**src/hdl/mfbd_pkg.sv**
```systemverilog
`default_nettype none

package mfbd_pkg;

  // Fixed widths of the datapath and of the result fields.
  localparam int ACC_WIDTH       = 24;
  localparam int CNT_WIDTH       = 16;
  localparam int IDX_WIDTH       = 5;
  localparam int LEN_WIDTH       = 6;
  localparam int WEIGHT_WIDTH    = 4;
  localparam int CFG_INDEX_WIDTH = 2;
  localparam int CFG_DATA_WIDTH  = 24;
  localparam int OUT_TDATA_WIDTH = 40;

  // Accumulator saturation limits (24-bit signed).
  localparam int ACC_MAX = 8388607;
  localparam int ACC_MIN = -8388608;

  // Template length and parameter defaults.
  localparam int TEMPLATE_TAPS           = 10;
  localparam int DEF_MAX_SAMPLES_PER_BIT = 20;
  localparam int DEF_SAMPLE_WIDTH        = 16;
  localparam logic [IDX_WIDTH-1:0] SPB_RESET = IDX_WIDTH'(10);

  // Configuration register indexes.
  typedef enum logic [CFG_INDEX_WIDTH-1:0] {
    REG_MODE            = 2'd0,
    REG_THRESHOLD       = 2'd1,
    REG_SAMPLES_PER_BIT = 2'd2
  } cfg_reg_t;

  // Integration modes.
  localparam logic MODE_RECT     = 1'b0;
  localparam logic MODE_TEMPLATE = 1'b1;

  // Current configuration as seen by the detector.
  typedef struct packed {
    logic                        mode;
    logic signed [ACC_WIDTH-1:0] threshold;
    logic [IDX_WIDTH-1:0]        samples_per_bit;
  } cfg_t;

  // One result of a completed bit period.
  typedef struct packed {
    logic [CNT_WIDTH-1:0] bits_seen;
    logic [CNT_WIDTH-1:0] err_count;
    logic                 bit_error;
    logic                 detected_bit;
  } res_t;

  // Triangular template; positions past the last tap weigh zero.
  function automatic logic [WEIGHT_WIDTH-1:0] tri_weight(input logic [IDX_WIDTH-1:0] idx);
    logic [WEIGHT_WIDTH-1:0] w;
    case (idx)
      5'd1:    w = 4'd6;
      5'd2:    w = 4'd10;
      5'd3:    w = 4'd12;
      5'd4:    w = 4'd15;
      5'd5:    w = 4'd15;
      5'd6:    w = 4'd12;
      5'd7:    w = 4'd10;
      5'd8:    w = 4'd6;
      default: w = 4'd0;
    endcase
    return w;
  endfunction

endpackage

`default_nettype wire

```
**src/hdl/mfbd_detect.sv**
```systemverilog
`default_nettype none

module mfbd_detect
  import mfbd_pkg::*;
#(
  parameter int MAX_SAMPLES_PER_BIT = DEF_MAX_SAMPLES_PER_BIT,
  parameter int SAMPLE_WIDTH        = DEF_SAMPLE_WIDTH
) (
  input  wire logic                           clk,
  input  wire logic                           rst,
  input  wire cfg_t                           cfg,
  input  wire logic                           step,
  input  wire logic signed [SAMPLE_WIDTH-1:0] sample,
  input  wire logic                           ref_bit,
  output logic                                period_end,
  output res_t                                result
);

  localparam int PROD_WIDTH = SAMPLE_WIDTH + WEIGHT_WIDTH + 1;
  localparam int SUM_WIDTH  = ((ACC_WIDTH > PROD_WIDTH) ? ACC_WIDTH : PROD_WIDTH) + 1;
  localparam logic signed [SUM_WIDTH-1:0] SAT_HI = SUM_WIDTH'(ACC_MAX);
  localparam logic signed [SUM_WIDTH-1:0] SAT_LO = SUM_WIDTH'(ACC_MIN);
  localparam logic [LEN_WIDTH-1:0] MAX_LEN = LEN_WIDTH'(MAX_SAMPLES_PER_BIT);
  localparam logic [LEN_WIDTH-1:0] TAP_LEN = LEN_WIDTH'(TEMPLATE_TAPS);

  logic signed [ACC_WIDTH-1:0] accumulator;
  logic [IDX_WIDTH-1:0]        sample_index;
  logic                        last_decision;
  logic [CNT_WIDTH-1:0]        error_total;
  logic [CNT_WIDTH-1:0]        bit_total;

  logic [LEN_WIDTH-1:0]         period_len;
  logic [LEN_WIDTH-1:0]         spb_ext;
  logic [WEIGHT_WIDTH-1:0]      weight;
  logic signed [PROD_WIDTH-1:0] product;
  logic signed [SUM_WIDTH-1:0]  sum_wide;
  logic signed [ACC_WIDTH-1:0]  sum;
  logic                         decision;
  logic                         err;
  logic [CNT_WIDTH-1:0]         error_total_next;
  logic [CNT_WIDTH-1:0]         bit_total_next;

  // Period length: fixed in template mode, clamped register value in rect mode.
  always_comb begin
    spb_ext = LEN_WIDTH'(cfg.samples_per_bit);
    if (cfg.mode == MODE_TEMPLATE) begin
      period_len = TAP_LEN;
    end else if (spb_ext == '0) begin
      period_len = LEN_WIDTH'(1);
    end else if (spb_ext > MAX_LEN) begin
      period_len = MAX_LEN;
    end else begin
      period_len = spb_ext;
    end
  end

  assign period_end = (LEN_WIDTH'(sample_index) + LEN_WIDTH'(1)) >= period_len;

  // Weighted sample and saturating accumulation.
  assign weight  = (cfg.mode == MODE_TEMPLATE) ? tri_weight(sample_index)
                                               : WEIGHT_WIDTH'(1);
  assign product = $signed({1'b0, weight}) * sample;

  always_comb begin
    sum_wide = SUM_WIDTH'(accumulator) + SUM_WIDTH'(product);
    if (sum_wide > SAT_HI) begin
      sum = ACC_WIDTH'(SAT_HI);
    end else if (sum_wide < SAT_LO) begin
      sum = ACC_WIDTH'(SAT_LO);
    end else begin
      sum = sum_wide[ACC_WIDTH-1:0];
    end
  end

  // Threshold decision; a tie repeats the previous decision.
  always_comb begin
    if (sum > cfg.threshold) begin
      decision = 1'b1;
    end else if (sum < cfg.threshold) begin
      decision = 1'b0;
    end else begin
      decision = last_decision;
    end
    err = decision ^ ref_bit;
    error_total_next = (err && (error_total != '1)) ? error_total + CNT_WIDTH'(1)
                                                    : error_total;
    bit_total_next   = (bit_total != '1) ? bit_total + CNT_WIDTH'(1) : bit_total;
  end

  assign result = '{bits_seen:    bit_total_next,
                    err_count:    error_total_next,
                    bit_error:    err,
                    detected_bit: decision};

  // Period state.
  always_ff @(posedge clk) begin
    if (rst) begin
      accumulator   <= '0;
      sample_index  <= '0;
      last_decision <= 1'b0;
      error_total   <= '0;
      bit_total     <= '0;
    end else if (step) begin
      if (period_end) begin
        accumulator   <= '0;
        sample_index  <= '0;
        last_decision <= decision;
        error_total   <= error_total_next;
        bit_total     <= bit_total_next;
      end else begin
        accumulator  <= sum;
        sample_index <= sample_index + IDX_WIDTH'(1);
      end
    end
  end

  // A completed period leaves a cleared accumulator and index.
  a_period_clears: assert property (@(posedge clk) disable iff (rst)
    step && period_end |=> accumulator == '0 && sample_index == '0)
    else $error("period state not cleared after a decision");

  // Counters move only on a decision.
  a_counts_hold: assert property (@(posedge clk) disable iff (rst)
    !(step && period_end) |=> $stable(bit_total) && $stable(error_total))
    else $error("counters changed without a decision");

  // Errors can never outnumber decided bits.
  a_errors_bounded: assert property (@(posedge clk) disable iff (rst)
    error_total <= bit_total)
    else $error("error count exceeds bit count");

  // Each decision advances the bit count unless it is saturated.
  a_bits_advance: assert property (@(posedge clk) disable iff (rst)
    step && period_end && (bit_total != '1) |=> bit_total == $past(bit_total) + CNT_WIDTH'(1))
    else $error("bit count did not advance on a decision");

endmodule

`default_nettype wire

```
**src/hdl/matched_filter_bit_detector.sv**
```systemverilog
`default_nettype none

// Channel   Direction  Transfer               Payload
// s_axis    in         tvalid && tready       tdata: sample, ref_bit
// m_axis    out        tvalid && tready       tdata: detected_bit, bit_error,
//                                             err_count, bits_seen
// cfg       in         cfg_valid && cfg_ready cfg_index, cfg_data
//
// One sample is taken per cycle. A sample lands in an input register, and from
// there its weighted sum, threshold decision and counts are formed, and the
// result register is loaded on the last sample of a bit period.
// The result register then presents that period's result on m_axis.
// Reset (rst, synchronous) clears the period state, counters, configuration and valid flags.
// A sample that ends a period waits only while an untaken result occupies the
// output register; other samples keep flowing. cfg_ready is always high.

module matched_filter_bit_detector
  import mfbd_pkg::*;
#(
  parameter int MAX_SAMPLES_PER_BIT = DEF_MAX_SAMPLES_PER_BIT,
  parameter int SAMPLE_WIDTH        = DEF_SAMPLE_WIDTH
) (
  input  wire logic                                   clk,
  input  wire logic                                   rst,
  input  wire logic                                   s_axis_tvalid,
  output logic                                        s_axis_tready,
  // [SAMPLE_WIDTH-1:0] sample, [SAMPLE_WIDTH] ref_bit, zero fill above
  input  wire logic [((SAMPLE_WIDTH + 8) / 8) * 8 - 1:0] s_axis_tdata,
  output logic                                        m_axis_tvalid,
  input  wire logic                                   m_axis_tready,
  // [0] detected_bit, [1] bit_error, [17:2] err_count, [33:18] bits_seen,
  // [39:34] zero
  output logic [OUT_TDATA_WIDTH-1:0]                  m_axis_tdata,
  input  wire logic                                   cfg_valid,
  output logic                                        cfg_ready,
  input  wire logic [CFG_INDEX_WIDTH-1:0]             cfg_index,
  input  wire logic [CFG_DATA_WIDTH-1:0]              cfg_data
);

  localparam int RES_WIDTH = $bits(res_t);

  cfg_t cfg;

  logic                           in_valid;
  logic signed [SAMPLE_WIDTH-1:0] in_sample;
  logic                           in_ref_bit;
  logic                           step;
  logic                           period_end;
  res_t                           result;
  res_t                           out_result;

  // Configuration registers, written one index per transaction.
  assign cfg_ready = 1'b1;

  always_ff @(posedge clk) begin
    if (rst) begin
      cfg.mode            <= MODE_RECT;
      cfg.threshold       <= '0;
      cfg.samples_per_bit <= SPB_RESET;
    end else if (cfg_valid && cfg_ready) begin
      case (cfg_reg_t'(cfg_index))
        REG_MODE:            cfg.mode            <= cfg_data[0];
        REG_THRESHOLD:       cfg.threshold       <= $signed(cfg_data[ACC_WIDTH-1:0]);
        REG_SAMPLES_PER_BIT: cfg.samples_per_bit <= cfg_data[IDX_WIDTH-1:0];
        default: ;
      endcase
    end
  end

  // The held sample advances unless it ends a period and the result is blocked.
  assign step          = in_valid && (!period_end || !m_axis_tvalid || m_axis_tready);
  assign s_axis_tready = !in_valid || step;

  // Input register.
  always_ff @(posedge clk) begin
    if (rst) begin
      in_valid <= 1'b0;
    end else if (s_axis_tready) begin
      in_valid <= s_axis_tvalid;
    end
  end

  always_ff @(posedge clk) begin
    if (s_axis_tvalid && s_axis_tready) begin
      in_sample  <= $signed(s_axis_tdata[SAMPLE_WIDTH-1:0]);
      in_ref_bit <= s_axis_tdata[SAMPLE_WIDTH];
    end
  end

  mfbd_detect #(
    .MAX_SAMPLES_PER_BIT (MAX_SAMPLES_PER_BIT),
    .SAMPLE_WIDTH        (SAMPLE_WIDTH)
  ) u_detect (
    .clk        (clk),
    .rst        (rst),
    .cfg        (cfg),
    .step       (step),
    .sample     (in_sample),
    .ref_bit    (in_ref_bit),
    .period_end (period_end),
    .result     (result)
  );

  // Result register.
  always_ff @(posedge clk) begin
    if (rst) begin
      m_axis_tvalid <= 1'b0;
    end else if (step && period_end) begin
      m_axis_tvalid <= 1'b1;
    end else if (m_axis_tready) begin
      m_axis_tvalid <= 1'b0;
    end
  end

  always_ff @(posedge clk) begin
    if (step && period_end) begin
      out_result <= result;
    end
  end

  assign m_axis_tdata = {(OUT_TDATA_WIDTH - RES_WIDTH)'(0), out_result};

  // A pending result is never overwritten before it is taken.
  a_no_overwrite: assert property (@(posedge clk) disable iff (rst)
    !(step && period_end && m_axis_tvalid && !m_axis_tready))
    else $error("result register overwritten while stalled");

  // A held sample that cannot advance stays in the input register.
  a_input_held: assert property (@(posedge clk) disable iff (rst)
    in_valid && !step |=> in_valid && $stable(in_sample) && $stable(in_ref_bit))
    else $error("input register lost a waiting sample");

  // Every decision shows up as a valid result on the next cycle.
  a_result_follows: assert property (@(posedge clk) disable iff (rst)
    step && period_end |=> m_axis_tvalid)
    else $error("decision did not reach the output");

endmodule

`default_nettype wire

```
**config.mk**
```make
export PLATFORM = sky130hd
export DESIGN_NAME = matched_filter_bit_detector
export DESIGN_NICKNAME = d
export VERILOG_FILES = /design/src/hdl/mfbd_pkg.sv /design/src/hdl/mfbd_detect.sv /design/src/hdl/matched_filter_bit_detector.sv
export SDC_FILE = /design/constraint.sdc
export NUM_CORES = 1
export LEC_CHECK = 0
export BUFFER_PORTS_ARGS = -buffer_cell sky130_fd_sc_hd__buf_2
export CORE_MARGIN = 10
export CORE_UTILIZATION = 27
export DETAILED_ROUTE_END_ITERATION = 12
export PLACE_DENSITY = 0.41
export SLEW_MARGIN = 20
export SYNTH_ARGS = -nofsm -noshare
export SYNTH_HDL_FRONTEND = slang
export SYNTH_HIERARCHICAL = 1
export SYNTH_SLANG_ARGS = --single-unit
export TNS_END_PERCENT = 10
```
**constraint.sdc**
```tcl
create_clock -name clk -period 16.75 [get_ports clk]
set_input_delay 3.35 -clock clk [delete_from_list [all_inputs] [get_ports clk]]
set_output_delay 3.35 -clock clk [all_outputs]
set_load 0.1 [all_outputs]
```
==> metrics <==
mapped cell area=11190 um^2; Yosys cell types=77; Power Dens Cells=94.82 nW/um^2; fillers=4401; Syn-to-layout area delta=13.73%; Final Hold Fails=0; Max clock buf depth=2; number of global-route vias before repair=8725; clock sink count=149; Die H=223.6 um; largest net degree at the start of global routing=63; setup_tns=0 ns; hold depth=2; post-layout min period=9.437 ns; share of cells above drive strength 1=12.43%; Reg clk slew, reported paths=0.07 ns; DR iter-0 viols=452; cell depth of the worst flop-to-flop path=30; area taken by flip-flops and latches=3493 um^2; outcome=completed; relative slew slack=30.33%; Max stage delay cell, worst path=nand3_1; Initial Util=27.35%; worst hold path class=reg2reg; final period utilization=56.34%; Pre-antenna DRT Iters=4; reg2reg end=m_axis_tdata[3]; row cnt=74; post-CTS sizing=0; die area=49990 um^2; Inserted Diodes=0; Async SR Flop Fraction=0%; Ports=98; post-detail-place hpwl=22.02 mm; GR Util All Layers=11.79%; Mapped Cells=1224; via/cell ratio=4.614; post-synthesis average cell area=9.144 um^2; r2r startpoint=cfg[29]; Achievable Freq=0.1060 GHz; RSZ-0062 raised after global routing=no; CORE AREA=40920 um^2; Synth Register Bits=149; hold-fix buffer count after cts=0; multi-input logic area=6837 um^2; drt total wl=28.94 mm; DR WL/cell=15.77 um; skew final=0.01391 ns; Yosys Warn Count=6; end point of the critical path=m_axis_tdata[3]; max-slew violations=0; DR vias=8467; worst skew pair latency=0.46 ns; sequential share of the synthesized area=31.21%; max incr delay on CP=0.66 ns; CP startpoint kind=flip-flop; Remaining DRCs=0; max cap viols=0; Worst EP required=16.95 ns; worst reg2reg setup slack=7.31 ns; Root Buffer Master=clkbuf_16; Crit Path Category=reg2reg; Final GP Congestion=0.7798; Core Util, Final=31.10%; Worst EP arrival=9.64 ns; port bufs=83; fin nets=1489; antenna violations before repair=2; worst vdd ir=53.34 uV; CTS tree=done; H-tree levels=4; post-route ant nets=0; Setup Buffers After CTS=0; worst-path fanout max=35; Post-synth top flop=dfxtp_1; width of the die=223.6 um; Leak Pwr=0.005524 uW; Critical Path End Type=flip-flop; grt ovf=0; Post-synth EDFFs=51; global-route wire length before repair=47.60 mm; setup violators final=0; Least-Margin Pin Slew=1.039 ns; Worst Setup SP=cfg[29]; TritonCTS buffer count=17
==> cell type report <==
class                      instances  area share (%)
inverter                         165           4.885
clock buffer                      18           3.372
timing repair buffer              93           3.873
clock inverter                    14           1.484
tap                              532           5.230
multi-input combinational        864           53.71
sequential                       149           27.45
==> power by group <==
| part | switching, uW | leakage (uW) | internal, uW |
|---|---|---|---|
| registers | 14.2 | 0.00132 | 390 |
| logic | 241 | 0.00391 | 145 |
| clock network | 178 | 0.000296 | 239 |
| total | 434 | 0.00552 | 773 |
==> worst min-delay path by stage <==
| stage | startpoint | endpoint |
|---|---|---|
| floorplan | u_detect/accumulator[13] | u_detect/accumulator[13] |
| global placement | u_detect/accumulator[17] | u_detect/accumulator[17] |
| detailed placement | cfg[27] | cfg[27] |
| CTS | cfg[27] | cfg[27] |
| global route | cfg[8] | cfg[8] |
| finish | cfg[20] | cfg[20] |
==> cells in the mapped netlist, types with 5 or more instances <==
master / n / area, um^2
a31oi_1: 5 / 31.28
inv_1: 164 / 615.6
a21o_1: 9 / 67.56
nand3_1: 30 / 150.1
a22o_1: 5 / 43.79
buf_2: 8 / 40.04
nor2b_1: 18 / 112.6
nor2_1: 76 / 285.3
maj3_1: 13 / 130.1
and3_1: 42 / 262.8
a211oi_1: 18 / 135.1
nand2_1: 101 / 379.1
nand4_1: 13 / 81.33
mux2i_1: 35 / 350.3
a21oi_1: 58 / 290.3
ha_1: 84 / 1051
and2_1: 7 / 43.79
mux2_2: 16 / 180.2
a221o_1: 11 / 110.1
o211ai_1: 12 / 90.09
o21a_1: 6 / 45.04
clkbuf_1: 29 / 108.9
buf_4: 10 / 75.07
fa_1: 60 / 1201
xor2_1: 22 / 192.7
nand2b_1: 62 / 387.9
edfxtp_1: 51 / 1531
dfxtp_1: 98 / 1962
o21ai_0: 33 / 165.2
xnor2_1: 32 / 280.3
nor3_1: 15 / 75.07
==> metrics by stage <==
step                instance area (um^2)  instances  worst slack (ns)  total power [uW]  hold slack [ns]
global placement                   12110       1803             7.237             802.5           0.4566
floorplan                          11210       1229             9.047             702.8           0.4250
finish                             12730       1835             7.313              1207           0.4740
detailed placement                 12110       1803             7.243             801.6           0.4615
global route                       12730       1835             6.620              1297           0.5010
CTS                                12730       1835             7.216              1231           0.4769
==> state kept, by name, summed over array words and instances (netlist names), named ones only <==
register	cells
u_detect/accumulator	24
in_sample	16
in_valid	1
cfg	30
u_detect/last_decision	1
in_ref_bit	1
u_detect/error_total	16
m_axis_tvalid	1
u_detect/sample_index	5
u_detect/bit_total	16
m_axis_tdata	34
==> kinds of logic (layout without fill, tap and decap cells) <==
logic type / count (synthesis) / after routing / synth area share [%]
other: 2 / 7 / 0.06710
adders and majority gates: 157 / 157 / 21.29
AOI/OAI and AO/OA: 197 / 197 / 11.91
buffers and inverters: 216 / 290 / 7.960
and+or+nand+nor: 395 / 395 / 18.07
muxes: 51 / 51 / 4.740
DFF: 149 / 149 / 31.21
xor gates and xnor gates: 57 / 57 / 4.763
==> cell usage in the layout, fill, tap and decap left out, drive strengths merged, types with 6 or more instances in the layout <==
| master | count |
|---|---|
| nand2 | 101 |
| a21o | 9 |
| dfxtp | 98 |
| nand4 | 13 |
| fa | 60 |
| nor2b | 18 |
| conb | 7 |
| and3 | 42 |
| and2 | 8 |
| ha | 84 |
| nor3 | 17 |
| nand3 | 30 |
| a221o | 11 |
| mux2 | 16 |
| a21oi | 59 |
| edfxtp | 51 |
| clkbuf | 18 |
| o21a | 6 |
| nand2b | 62 |
| mux2i | 35 |
| maj3 | 13 |
| o21ai | 38 |
| buf | 93 |
| o211ai | 13 |
| nor2 | 76 |
| inv | 172 |
| xor2 | 24 |
| xnor2 | 33 |
| a211oi | 18 |
==> critical path: cells and delay by family, from the launching register on <==
kind            cells  cell delay, ns
compound gates      7            2.23
fa+ha+maj           5            2.22
xor+xnor            1            0.16
mux                 1            0.39
buf+inv             6            0.94
flops               1            0.49
simple gates       10            2.76
==> metal layers <==
| layer | wire length [um] | global-route usage [%] |
|---|---|---|
| met1 | 13540 | 14.89 |
| met2 | 14040 | 19.75 |
| met3 | 1055 | 2.787 |
| met4 | 269 | 3.073 |
| met5 | 29 | 0 |
Power figures use the tool's default switching activity.
